**src/rtl/sqou_pkg.sv**
```systemverilog
`timescale 1ns / 1ps
package sqou_pkg;

  localparam int DEPTH_DEF   = 32;
  localparam int MAX_RESULTS = 32;
  localparam int DATA_W      = 32;
  localparam int CMD_W       = 3;
  localparam int STAT_W      = 3;

  localparam logic [CMD_W-1:0] CMD_PUSH = 3'd0;
  localparam logic [CMD_W-1:0] CMD_LIST = 3'd1;
  localparam logic [CMD_W-1:0] CMD_PEEK = 3'd2;
  localparam logic [CMD_W-1:0] CMD_POP  = 3'd3;
  localparam logic [CMD_W-1:0] CMD_SWAP = 3'd4;

  localparam logic [STAT_W-1:0] ST_OK         = 3'd0;
  localparam logic [STAT_W-1:0] ST_EMPTY      = 3'd1;
  localparam logic [STAT_W-1:0] ST_TOO_SHORT  = 3'd2;
  localparam logic [STAT_W-1:0] ST_FULL       = 3'd3;
  localparam logic [STAT_W-1:0] ST_EMPTY_LIST = 3'd4;

  // Commands from the controller to the datapath.
  typedef struct packed {
    logic              do_push;
    logic              do_pop;
    logic              rd_top;
    logic              list_init;
    logic              list_step;
    logic              swap_rd;
    logic              swap_wr_top;
    logic              swap_wr_low;
    logic              emit;
    logic              emit_data;
    logic [STAT_W-1:0] emit_status;
  } sqou_cmd_t;

  // Status from the datapath to the controller.
  typedef struct packed {
    logic empty;
    logic full;
    logic too_short;
    logic list_last;
  } sqou_stat_t;

endpackage

```
**src/rtl/sqou_ram.sv**
```systemverilog
`timescale 1ns / 1ps
module sqou_ram #(
  parameter int WIDTH = 32,
  parameter int DEPTH = 32
) (
  input  logic                     clk,
  input  logic                     we,
  input  logic [$clog2(DEPTH)-1:0] waddr,
  input  logic [WIDTH-1:0]         wdata,
  input  logic                     re,
  input  logic [$clog2(DEPTH)-1:0] raddr,
  output logic [WIDTH-1:0]         rdata
);

  logic [WIDTH-1:0] mem [DEPTH];

  always_ff @(posedge clk) begin
    if (we) begin
      mem[waddr] <= wdata;
    end
    if (re) begin
      rdata <= mem[raddr];
    end
  end

endmodule

```
**src/rtl/sqou_ctrl.sv**
```systemverilog
`timescale 1ns / 1ps
module sqou_ctrl
  import sqou_pkg::*;
(
  input  logic             clk,
  input  logic             rst_n,
  input  logic             start,
  input  logic [CMD_W-1:0] command,
  input  sqou_stat_t       stat,
  output logic             busy,
  output sqou_cmd_t        cmd
);

  localparam logic [2:0] S_IDLE        = 3'd0;
  localparam logic [2:0] S_PEEK        = 3'd1;
  localparam logic [2:0] S_LIST        = 3'd2;
  localparam logic [2:0] S_SWAP_RD     = 3'd3;
  localparam logic [2:0] S_SWAP_WR_TOP = 3'd4;
  localparam logic [2:0] S_SWAP_WR_LOW = 3'd5;

  logic [2:0] state_r, state_nxt;

  assign busy = (state_r != S_IDLE);

  always_comb begin
    state_nxt = state_r;
    cmd       = '0;
    cmd.emit_status = ST_OK;
    unique case (state_r)
      S_IDLE: begin
        if (start) begin
          case (command)
            CMD_PUSH: begin
              cmd.emit = 1'b1;
              if (stat.full) begin
                cmd.emit_status = ST_FULL;
              end else begin
                cmd.do_push = 1'b1;
              end
            end
            CMD_LIST: begin
              if (stat.empty) begin
                cmd.emit        = 1'b1;
                cmd.emit_status = ST_EMPTY_LIST;
              end else begin
                cmd.rd_top    = 1'b1;
                cmd.list_init = 1'b1;
                state_nxt     = S_LIST;
              end
            end
            CMD_PEEK: begin
              if (stat.empty) begin
                cmd.emit        = 1'b1;
                cmd.emit_status = ST_EMPTY;
              end else begin
                cmd.rd_top = 1'b1;
                state_nxt  = S_PEEK;
              end
            end
            CMD_POP: begin
              cmd.emit = 1'b1;
              if (stat.empty) begin
                cmd.emit_status = ST_EMPTY;
              end else begin
                cmd.do_pop = 1'b1;
              end
            end
            CMD_SWAP: begin
              if (stat.too_short) begin
                cmd.emit        = 1'b1;
                cmd.emit_status = ST_TOO_SHORT;
              end else begin
                cmd.rd_top = 1'b1;
                state_nxt  = S_SWAP_RD;
              end
            end
            default: begin
              // Unknown commands are dropped without a result.
            end
          endcase
        end
      end
      S_PEEK: begin
        cmd.emit      = 1'b1;
        cmd.emit_data = 1'b1;
        state_nxt     = S_IDLE;
      end
      S_LIST: begin
        cmd.list_step = 1'b1;
        cmd.emit      = 1'b1;
        cmd.emit_data = 1'b1;
        if (stat.list_last) begin
          state_nxt = S_IDLE;
        end
      end
      S_SWAP_RD: begin
        cmd.swap_rd = 1'b1;
        state_nxt   = S_SWAP_WR_TOP;
      end
      S_SWAP_WR_TOP: begin
        cmd.swap_wr_top = 1'b1;
        state_nxt       = S_SWAP_WR_LOW;
      end
      S_SWAP_WR_LOW: begin
        cmd.swap_wr_low = 1'b1;
        cmd.emit        = 1'b1;
        state_nxt       = S_IDLE;
      end
      default: begin
        state_nxt = S_IDLE;
      end
    endcase
  end

  always_ff @(posedge clk) begin
    if (!rst_n) begin
      state_r <= S_IDLE;
    end else begin
      state_r <= state_nxt;
    end
  end

endmodule

```
**src/rtl/sqou_dp.sv**
```systemverilog
`timescale 1ns / 1ps
module sqou_dp
  import sqou_pkg::*;
#(
  parameter int DEPTH = DEPTH_DEF
) (
  input  logic                     clk,
  input  logic                     rst_n,
  input  logic                     cfg_wr_en,
  input  logic                     cfg_wr_data,
  input  logic signed [DATA_W-1:0] push_value,
  input  sqou_cmd_t                cmd,
  output sqou_stat_t               stat,
  output logic                     out_strobe,
  output logic signed [DATA_W-1:0] out_value,
  output logic                     out_value_valid,
  output logic [STAT_W-1:0]        out_status,
  output logic                     out_last
);

  localparam int PTR_W = $clog2(DEPTH);
  localparam int CNT_W = $clog2(DEPTH + 1);

  logic [PTR_W-1:0]  top_r, bot_r, lp_r;
  logic [CNT_W-1:0]  cnt_r, remain_r;
  logic              queue_mode_r;
  logic [DATA_W-1:0] hold_r;

  logic              out_strobe_r, out_valid_r, out_last_r;
  logic [DATA_W-1:0] out_value_r;
  logic [STAT_W-1:0] out_status_r;

  logic              ram_we, ram_re;
  logic [PTR_W-1:0]  ram_waddr, ram_raddr;
  logic [DATA_W-1:0] ram_wdata, ram_rdata;
  logic [PTR_W-1:0]  low_ptr;
  logic [CNT_W-1:0]  list_n;

  function automatic logic [PTR_W-1:0] ring_up(input logic [PTR_W-1:0] p);
    return (p == PTR_W'(DEPTH - 1)) ? '0 : p + PTR_W'(1);
  endfunction

  function automatic logic [PTR_W-1:0] ring_down(input logic [PTR_W-1:0] p);
    return (p == '0) ? PTR_W'(DEPTH - 1) : p - PTR_W'(1);
  endfunction

  assign stat.empty     = (cnt_r == '0);
  assign stat.full      = (cnt_r == CNT_W'(DEPTH));
  assign stat.too_short = (cnt_r < CNT_W'(2));
  assign stat.list_last = (remain_r == CNT_W'(1));

  // Entry just below the top, the partner of a swap.
  assign low_ptr = ring_down(top_r);
  assign list_n  = (32'(cnt_r) > MAX_RESULTS) ? CNT_W'(MAX_RESULTS) : cnt_r;

  always_comb begin
    ram_we    = 1'b0;
    ram_waddr = top_r;
    ram_wdata = push_value;
    if (cmd.do_push) begin
      ram_we = 1'b1;
      if (cnt_r == '0) begin
        ram_waddr = top_r;
      end else if (!queue_mode_r) begin
        ram_waddr = ring_up(top_r);
      end else begin
        ram_waddr = ring_down(bot_r);
      end
    end else if (cmd.swap_wr_top) begin
      ram_we    = 1'b1;
      ram_waddr = top_r;
      ram_wdata = ram_rdata;
    end else if (cmd.swap_wr_low) begin
      ram_we    = 1'b1;
      ram_waddr = low_ptr;
      ram_wdata = hold_r;
    end
  end

  assign ram_re    = cmd.rd_top | cmd.swap_rd | (cmd.list_step & ~stat.list_last);
  assign ram_raddr = cmd.rd_top ? top_r : (cmd.swap_rd ? low_ptr : lp_r);

  sqou_ram #(
    .WIDTH (DATA_W),
    .DEPTH (DEPTH)
  ) u_ram (
    .clk   (clk),
    .we    (ram_we),
    .waddr (ram_waddr),
    .wdata (ram_wdata),
    .re    (ram_re),
    .raddr (ram_raddr),
    .rdata (ram_rdata)
  );

  always_ff @(posedge clk) begin
    if (!rst_n) begin
      top_r        <= '0;
      bot_r        <= '0;
      cnt_r        <= '0;
      lp_r         <= '0;
      remain_r     <= '0;
      queue_mode_r <= 1'b0;
      out_strobe_r <= 1'b0;
    end else begin
      if (cfg_wr_en) begin
        queue_mode_r <= cfg_wr_data;
      end
      if (cmd.do_push) begin
        cnt_r <= cnt_r + CNT_W'(1);
        if (cnt_r == '0) begin
          bot_r <= top_r;
        end else if (!queue_mode_r) begin
          top_r <= ring_up(top_r);
        end else begin
          bot_r <= ring_down(bot_r);
        end
      end
      if (cmd.do_pop) begin
        cnt_r <= cnt_r - CNT_W'(1);
        // The last entry leaves the top pointer where it is.
        if (cnt_r != CNT_W'(1)) begin
          top_r <= ring_down(top_r);
        end
      end
      if (cmd.list_init) begin
        lp_r     <= ring_down(top_r);
        remain_r <= list_n;
      end else if (cmd.list_step && !stat.list_last) begin
        lp_r     <= ring_down(lp_r);
        remain_r <= remain_r - CNT_W'(1);
      end
      out_strobe_r <= cmd.emit;
    end
  end

  always_ff @(posedge clk) begin
    if (cmd.swap_rd) begin
      hold_r <= ram_rdata;
    end
    if (cmd.emit) begin
      out_value_r  <= cmd.emit_data ? ram_rdata : '0;
      out_valid_r  <= cmd.emit_data;
      out_status_r <= cmd.emit_status;
      out_last_r   <= cmd.list_step ? stat.list_last : 1'b1;
    end
  end

  assign out_strobe      = out_strobe_r;
  assign out_value       = out_value_r;
  assign out_value_valid = out_valid_r;
  assign out_status      = out_status_r;
  assign out_last        = out_last_r;

endmodule

```
**src/rtl/stack_queue_opcode_unit.sv**
```systemverilog
`timescale 1ns / 1ps
// Push, pop and rejected requests give their result in the cycle after acceptance; unknown requests give none.
// Peek reads the top entry, then gives it as its result; swap does two reads, then two writes.
// List reads the top entry first, then gives one entry per cycle, the top first.
// Throughput: push and pop one request per cycle; peek, swap and list hold off new requests,
// since busy is high while one of them is in progress and no request is taken while busy.
// Synchronous active-low reset empties the store and clears queue mode; results cannot be stalled.
module stack_queue_opcode_unit
  import sqou_pkg::*;
#(
  parameter int DEPTH = DEPTH_DEF
) (
  input  logic                     clk,
  input  logic                     rst_n,
  input  logic                     start,
  output logic                     busy,
  input  logic [CMD_W-1:0]         in_command,
  input  logic signed [DATA_W-1:0] in_push_value,
  input  logic                     cfg_wr_en,
  input  logic                     cfg_wr_data,
  output logic                     out_strobe,
  output logic signed [DATA_W-1:0] out_value,
  output logic                     out_value_valid,
  output logic [STAT_W-1:0]        out_status,
  output logic                     out_last
);

  sqou_cmd_t  cmd;
  sqou_stat_t stat;

  sqou_ctrl u_ctrl (
    .clk     (clk),
    .rst_n   (rst_n),
    .start   (start),
    .command (in_command),
    .stat    (stat),
    .busy    (busy),
    .cmd     (cmd)
  );

  sqou_dp #(
    .DEPTH (DEPTH)
  ) u_dp (
    .clk             (clk),
    .rst_n           (rst_n),
    .cfg_wr_en       (cfg_wr_en),
    .cfg_wr_data     (cfg_wr_data),
    .push_value      (in_push_value),
    .cmd             (cmd),
    .stat            (stat),
    .out_strobe      (out_strobe),
    .out_value       (out_value),
    .out_value_valid (out_value_valid),
    .out_status      (out_status),
    .out_last        (out_last)
  );

endmodule
```
**config.mk**
```make
export PLATFORM = sky130hd
export DESIGN_NAME = stack_queue_opcode_unit
export DESIGN_NICKNAME = d
export VERILOG_FILES = /design/src/rtl/sqou_pkg.sv /design/src/rtl/sqou_ram.sv /design/src/rtl/sqou_ctrl.sv /design/src/rtl/sqou_dp.sv /design/src/rtl/stack_queue_opcode_unit.sv
export SDC_FILE = /design/constraint.sdc
export NUM_CORES = 1
export LEC_CHECK = 0
export BUFFER_PORTS_ARGS = -buffer_cell sky130_fd_sc_hd__buf_2
export CAP_MARGIN = 15
export CORE_MARGIN = 8
export CORE_UTILIZATION = 28
export DETAILED_ROUTE_END_ITERATION = 12
export GPL_TIMING_DRIVEN = 0
export PLACE_DENSITY = 0.45
export SLEW_MARGIN = 10
export SYNTH_ARGS = -nofsm -noshare
export SYNTH_HDL_FRONTEND = slang
export SYNTH_SLANG_ARGS = --single-unit
```
**constraint.sdc**
```tcl
create_clock -name clk -period 11.7 [get_ports clk]
set_input_delay 1.17 -clock clk [delete_from_list [all_inputs] [get_ports clk]]
set_output_delay 1.17 -clock clk [all_outputs]
set_load 0.005 [all_outputs]
```
==> impl_metrics.yaml, run 1 <==
synthesis:
  synth_edf_count: 1125
  synth_area_um2: 46100
  synth-simple-area-share_pct: 5.69
  ys_seq_area_share_pct: 74.7
  synth_top_family_by_area: "multiplexers"
  yosys_warnings: 0
  yosys.area_share.xor_xnor_pct: 0.323
  yosys_register_bits: 1157
  synth_cells: 2649
  synthFlopType: "edfxtp_1"
  synth.area.mux_share_pct: 11.4
  synth_nets: 2700
  avgSynthCellArea_um2: 17.4
  synth_cell_type_count: 69
  yosys.area_share.adder_pct: 0.299
  async_flop_share_pct: 0
  synth_compound_area_share_pct: 5.30
worst_setup_path:
  arrival_ns: 5.67
  worstPathMaxFanout: 20
  worstSetupEndpointType: "flip-flop"
  worst_setup_path_start_kind: "flip-flop"
  critical_path_class: "reg -> reg"
  required_ns: 12.17
hold_path:
  hold_class: "reg -> reg"
clock_network:
  cts_tree: "done"
  htreeDepth: 3
  worstSkewPairLatency_ns: 0.76
  clk_pin_slew_ns: 0.06
  cts_buffers: 119
  clockBufferDepth: 3
  cts_hold_buf: 0
  clockRootBuffer: "clkbuf_16"
  cts_resized: 0
  cts_setup_buffers: 0
  cts_sinks: 1157
global_routing:
  grt_max_degree: 33
  grt_overflow: 0
  grt_pass1_wl_um: 189000
  first_global_vias: 24800
  antenna_found_initial: 2
  grt_usage_pct: 14.6
drt:
  drt-vias-per-instance: 4.77
  ant_nets: 0
  vias: 24800
  first_iter_violations: 2137
  wl_per_cell_um: 25.7
  first_pass_iters: 5
  wirelength_um: 134000
  route.detailed.drc: 0
die:
  die_h_um: 422
  dieArea_um2: 178000
  rows: 149
  pin_count: 79
  die_w_um: 422
  start_util_pct: 28.1
  coreArea_um2: 164000
layout:
  drive_gt1_share_pct: 20.9
  area_growth_syn_to_layout_pct: 19.9
  utilization_pct: 33.6
  layout_common_cells: "1,125 x edfxtp_1, 320 x nand2_1, 226 x mux2i_1, 156 x a21oi_1, 127 x buf_2"
  num-fill-cells: 15600
  final_common_cell: "edfxtp_1"
  nNetsFinal: 2971
  regArea_um2: 34400
  multiInputGateArea_um2: 11100
timing:
  relSlewSlack_pct: 17.3
  rsz0062_at_grt: "false"
  worstMarginPinSlew_ns: 1.24
  finalSetupViolations: 0
  whs_ns: 0.474
  hold_viol: 0
  setup_ws_ns: 6.50
  fin_tns_setup_ns: 0
  min_period_ns: 5.20
  skew_ns: 0.0403
  drv_slew: 0
  period_share_pct: 44.4
  max_clock_freq_ghz: 0.192
placed_design:
  dpl.hpwl_um: 93800
  io_buffers: 76
  gp_congestion: 0.796
  pre_cts_slack_ns: 6.11
pwr:
  ir_drop_mv: 0.135
  power_leakage_nw: 17.8
  p_per_area_nw_per_um2: 158
run:
  maxCapViolCount: 0
outcome:
  status: "finished clean"
final timing paths:
path	start	endpoint	slack, ns	cells after the start
max	u_ctrl.state_r[0]	u_dp.u_ram.rdata[24]	6.50	12
min	u_dp.bot_r[1]	u_dp.bot_r[1]	0.47	2
max reg2reg	u_ctrl.state_r[0]	u_dp.u_ram.rdata[24]	6.50	12
min reg2reg	u_dp.bot_r[1]	u_dp.bot_r[1]	0.47	2
worst max-delay path, stage by stage, from the launching register on:
cell and delay [ns]:
dfxtp_1 0.31, clkbuf_1 0.61, nand3b_1 0.54, clkinv_2 0.53
buf_12 0.26, nand3_1 0.09, o21ai_0 0.09, nand2_1 0.10
o21a_1 0.13, nand3_1 0.52, clkbuf_1 0.79, o22ai_1 0.39
nor4_2 0.53
layout make-up:
class	instances	share of cell area (%)
tap	2189	4.96
clock inverter	79	1.40
antenna	2	0.00906
timing repair buffer	150	3.63
clock buffer	141	5.58
multi-input combinational	1318	20.2
inverter	17	0.118
sequential	1157	62.3
buffer	157	1.79
cells in the mapped netlist (all sizes together) (3+ instances only):
library cell,instances,area [µm²]
inv,16,60.1
a211oi,7,52.6
buf,92,719
or4,3,26.3
nand2,320,1200
xor2,4,35.0
o21ai,45,233
o32ai,64,561
a21oi,158,802
nor3b,5,37.5
mux2i,226,2260
clkbuf,64,245
a221oi,5,43.8
and2,36,225
nand3b,7,52.6
o22ai,69,432
or3,3,18.8
or2,5,31.3
nor4,35,413
ha,11,138
dfxtp,32,641
a31oi,8,50.1
edfxtp,1125,33800
o21a,4,30.0
nor2,91,344
nor3,11,55.1
nand2b,11,68.8
a21o,5,37.5
xnor2,13,114
mux4,128,2980
nand3,13,65.1
cell families (layout without fill, tap and decap cells):
| kind of cell | count (synthesis) | after routing |
|---|---|---|
| compound gates | 386 | 386 |
| xor+xnor | 17 | 17 |
| fa+ha+maj | 11 | 11 |
| buf+inv | 174 | 544 |
| flops | 1157 | 1157 |
| mux | 355 | 355 |
| other cells | 0 | 2 |
| simple gates | 549 | 549 |
report_power, final:
group	switching [W]	internal, W
clock network	0.00163	0.00216
registers	0.00000781	0.00456
logic	0.000230	0.000122
total	0.00187	0.00685
metrics by stage:
| stage | power, W | cells | area [µm²] |
|---|---|---|---|
| finish | 0.00872 | 5210 | 55200 |
| global route | 0.00898 | 5208 | 55200 |
| CTS | 0.00881 | 5208 | 55200 |
| detailed placement | 0.00502 | 4988 | 51400 |
| global placement | 0.00499 | 4914 | 49200 |
| floorplan | 0.00485 | 2649 | 46100 |
registers in the layout, indices dropped and copies added (netlist names), 5 cells and up:
signal and cells:
u_dp.hold_r 32, u_dp.cnt_r 6, u_dp.u_ram.rdata 32, u_dp.lp_r 5
u_dp.remain_r 6, u_dp.bot_r 5, u_dp.out_value 32, u_dp.top_r 5
u_dp.u_ram.mem 1024
layer usage:
layer | up-vias | track usage [%] | wire length (µm)
met1 | 13000 | 19.4 | 58200
met5 | - | 0 | 0
met4 | 0 | 3.62 | 2690
met3 | 150 | 2.44 | 7120
li1 | 11100 | - | -
met2 | 667 | 24.7 | 65700
Note: power is estimated with default switching activity, not from simulation.
==> run 2: changes to the inputs <==
- ABC_AREA: default -> 1
- clock period: 11.7 -> 5.42 ns (I/O delays scaled with it)
==> impl_metrics.yaml, run 2 <==
die:
  pin_count: 79
  dieArea_um2: 197000
  rows: 157
  start_util_pct: 28.1
  coreArea_um2: 183000
  die_h_um: 444
  die_w_um: 444
clock_network:
  clockBufferDepth: 3
  cts_sinks: 1157
  clk_pin_slew_ns: 0.06
  clockRootBuffer: "clkbuf_16"
  worstSkewPairLatency_ns: 0.77
  cts_tree: "done"
  cts_buffers: 131
  cts_resized: 0
  cts_setup_buffers: 0
  htreeDepth: 4
worst_setup_path:
  required_ns: 5.92
  cp-startpoint: "u_dp.top_r[0]"
  reg2reg_to: "u_dp.u_ram.rdata[24]"
  worst_setup_path_start_kind: "flip-flop"
  r2r_start: "u_dp.top_r[0]"
  worstSetupEndpointType: "flip-flop"
  r2r_slack_ns: 0.67
  crit_path_end: "u_dp.u_ram.rdata[24]"
  reg2reg_depth: 15
  worstPathMaxFanout: 10
  critical_path_class: "reg -> reg"
  arrival_ns: 5.25
drt:
  wl_per_cell_um: 23.5
  first_pass_iters: 6
  ant_nets: 0
  wirelength_um: 180000
  route.detailed.drc: 0
  drt-vias-per-instance: 4.71
  vias: 36100
  first_iter_violations: 3293
outcome:
  status: "finished clean"
pwr:
  switching_share_pct: 34.2
  cellInternalPower_w: 0.0164
  ir_drop_mv: 0.382
  p_per_area_nw_per_um2: 409
  p_switching_w: 0.00851
  pwr-share-clk_pct: 33.9
  power_w: 0.0249
  pwr-share-comb_pct: 25.1
  seqPwrFrac_pct: 41.0
  power_leakage_nw: 24.6
timing:
  relSlewSlack_pct: 28.4
  setup_ws_ns: 0.668
  worstMarginPinSlew_ns: 1.07
  rsz0062_at_grt: "false"
  hold_viol: 0
  finalSetupViolations: 0
  period_share_pct: 87.7
  max_clock_freq_ghz: 0.210
  drv_slew: 0
  min_period_ns: 4.75
  skew_ns: 0.0259
hold_path:
  hold_class: "in -> reg"
global_routing:
  grt_usage_pct: 17.7
  grt_max_degree: 32
  grt_overflow: 0
  grt_pass1_wl_um: 254000
  antenna_found_initial: 8
  first_global_vias: 34300
synthesis:
  synth_cells: 4894
  synth_area_um2: 51300
  async_flop_share_pct: 0
  synth_cell_type_count: 43
  yosys-top-cells-count: "1,125 x edfxtp_1, 1,087 x nand3_1, 924 x inv_1, 913 x nand2_1, 193 x nand3b_1"
  post-synth-top-count-cell: "edfxtp_1"
  yosys_register_bits: 1157
  yosys_warnings: 0
  synth.top_cells.by_area: "edfxtp_1 66%, nand3_1 11%, inv_1 6.8%"
  synth_nets: 4945
  synth_top_area_share_pct: 65.8
  synthFlopType: "edfxtp_1"
  ys_seq_area_share_pct: 67.1
  synth_edf_count: 1125
  synth_top_area_cell: "edfxtp_1"
  avgSynthCellArea_um2: 10.5
placed_design:
  pre_cts_slack_ns: 0.752
  dpl.hpwl_um: 129000
  gp_congestion: 0.879
  io_buffers: 77
layout:
  utilization_pct: 33.3
  largest_reg_flops: 1024
  drive_gt1_share_pct: 11.2
  final_common_cell: "edfxtp_1"
  top_register: "u_dp.u_ram.mem"
  area_growth_syn_to_layout_pct: 18.5
  layout_common_cells: "1,125 x edfxtp_1, 1,086 x nand3_1, 924 x inv_1, 912 x nand2_1, 249 x buf_2"
  nNetsFinal: 5232
run:
  maxCapViolCount: 0
==> run 2: cell types whose count changed in the layout (fill, tap and decap cells not counted), sizes merged, moves of 127 or more <==
cell    before   now
inv         19   938
nand3       13  1096
a21oi      158    31
nand3b       7   193
nand2      320   917
mux2i      226     0
mux4       128     0
==> run 2: metrics by stage <==
step                std cells  TNS, ns  area [µm²]  hold WS (ns)
finish                   7668        0       60800         0.142
global route             7667        0       60800         0.126
CTS                      7667        0       60800        0.0928
detailed placement       7431        0       56800         0.436
global placement         7356  -875.83       54700         0.436
floorplan                4894        0       51300         0.426
==> run 2: worst min-delay path by stage <==
stage | startpoint | to | cells after the start
CTS | in_command[2] | u_dp.out_status[0] | 2
global placement | u_dp.u_ram.rdata[31] | u_dp.hold_r[31] | 0
global route | in_command[2] | u_dp.out_status[0] | 2
floorplan | u_dp.u_ram.rdata[31] | u_dp.hold_r[31] | 0
detailed placement | u_dp.u_ram.rdata[31] | u_dp.hold_r[31] | 0
finish | in_command[2] | u_dp.out_status[0] | 2
==> run 2: timing repair <==
action                     4_1_cts  5_1_grt
setup endpoints to repair        0        0
hold endpoints to repair         1        0
hold buffers                     2        0
==> run 2: final cells by class <==
type / instances / area, µm²
fillers: 18400 / 122000
flip-flops and latches: 1157 / 34400
multi-input cells: 2530 / 12600
clock buffers: 175 / 3550
inverters: 932 / 3500
well taps: 2385 / 2980
repair buffers: 154 / 2080
plain buffers: 275 / 1280
clock inverters: 59 / 408
diodes: 1 / 2.50
==> run 2: cell families after synthesis <==
| logic type | synth area share (%) |
|---|---|
| AND/OR/NAND/NOR | 21.8 |
| XOR/XNOR | 0.102 |
| adder cells (fa/ha/maj) | 0.268 |
| buffers and inverters | 9.32 |
| AO/OA/AOI/OAI | 1.47 |
| flip-flops | 67.1 |
==> run 2: power groups by stage <==
stage | Clock (W) | Combinational, W | Sequential [W]
after floorplan | 0 | 0.00317 | 0.0104
after global placement | 0 | 0.00604 | 0.0104
after detailed placement | 0 | 0.00618 | 0.0104
after CTS | 0.00858 | 0.00621 | 0.0102
after global routing | 0.00890 | 0.00665 | 0.0102
final | 0.00843 | 0.00625 | 0.0102
==> run 2: metal layers <==
layer	GRT usage, %	up-vias	part of all wire [%]
li1	-	16900	-
met1	24.5	17800	45
met2	28.7	1178	46
met3	2.53	255	5.8
met4	5.86	0	3.2
met5	0	-	0
==> run 2: worst max-delay path: stages (launching register included) <==
cell and delay [ns]:
dfxtp_1 0.33, buf_2 0.23, inv_1 0.15, ha_1 0.27
xnor2_1 0.43, nand2_1 0.08, o21ai_0 0.11, o21ai_1 0.31
inv_1 0.15, buf_2 0.54, clkbuf_1 0.86, nand3_1 0.22
nand3_1 0.27, nand2_1 0.15, nand2_1 0.23, nand2_1 0.11
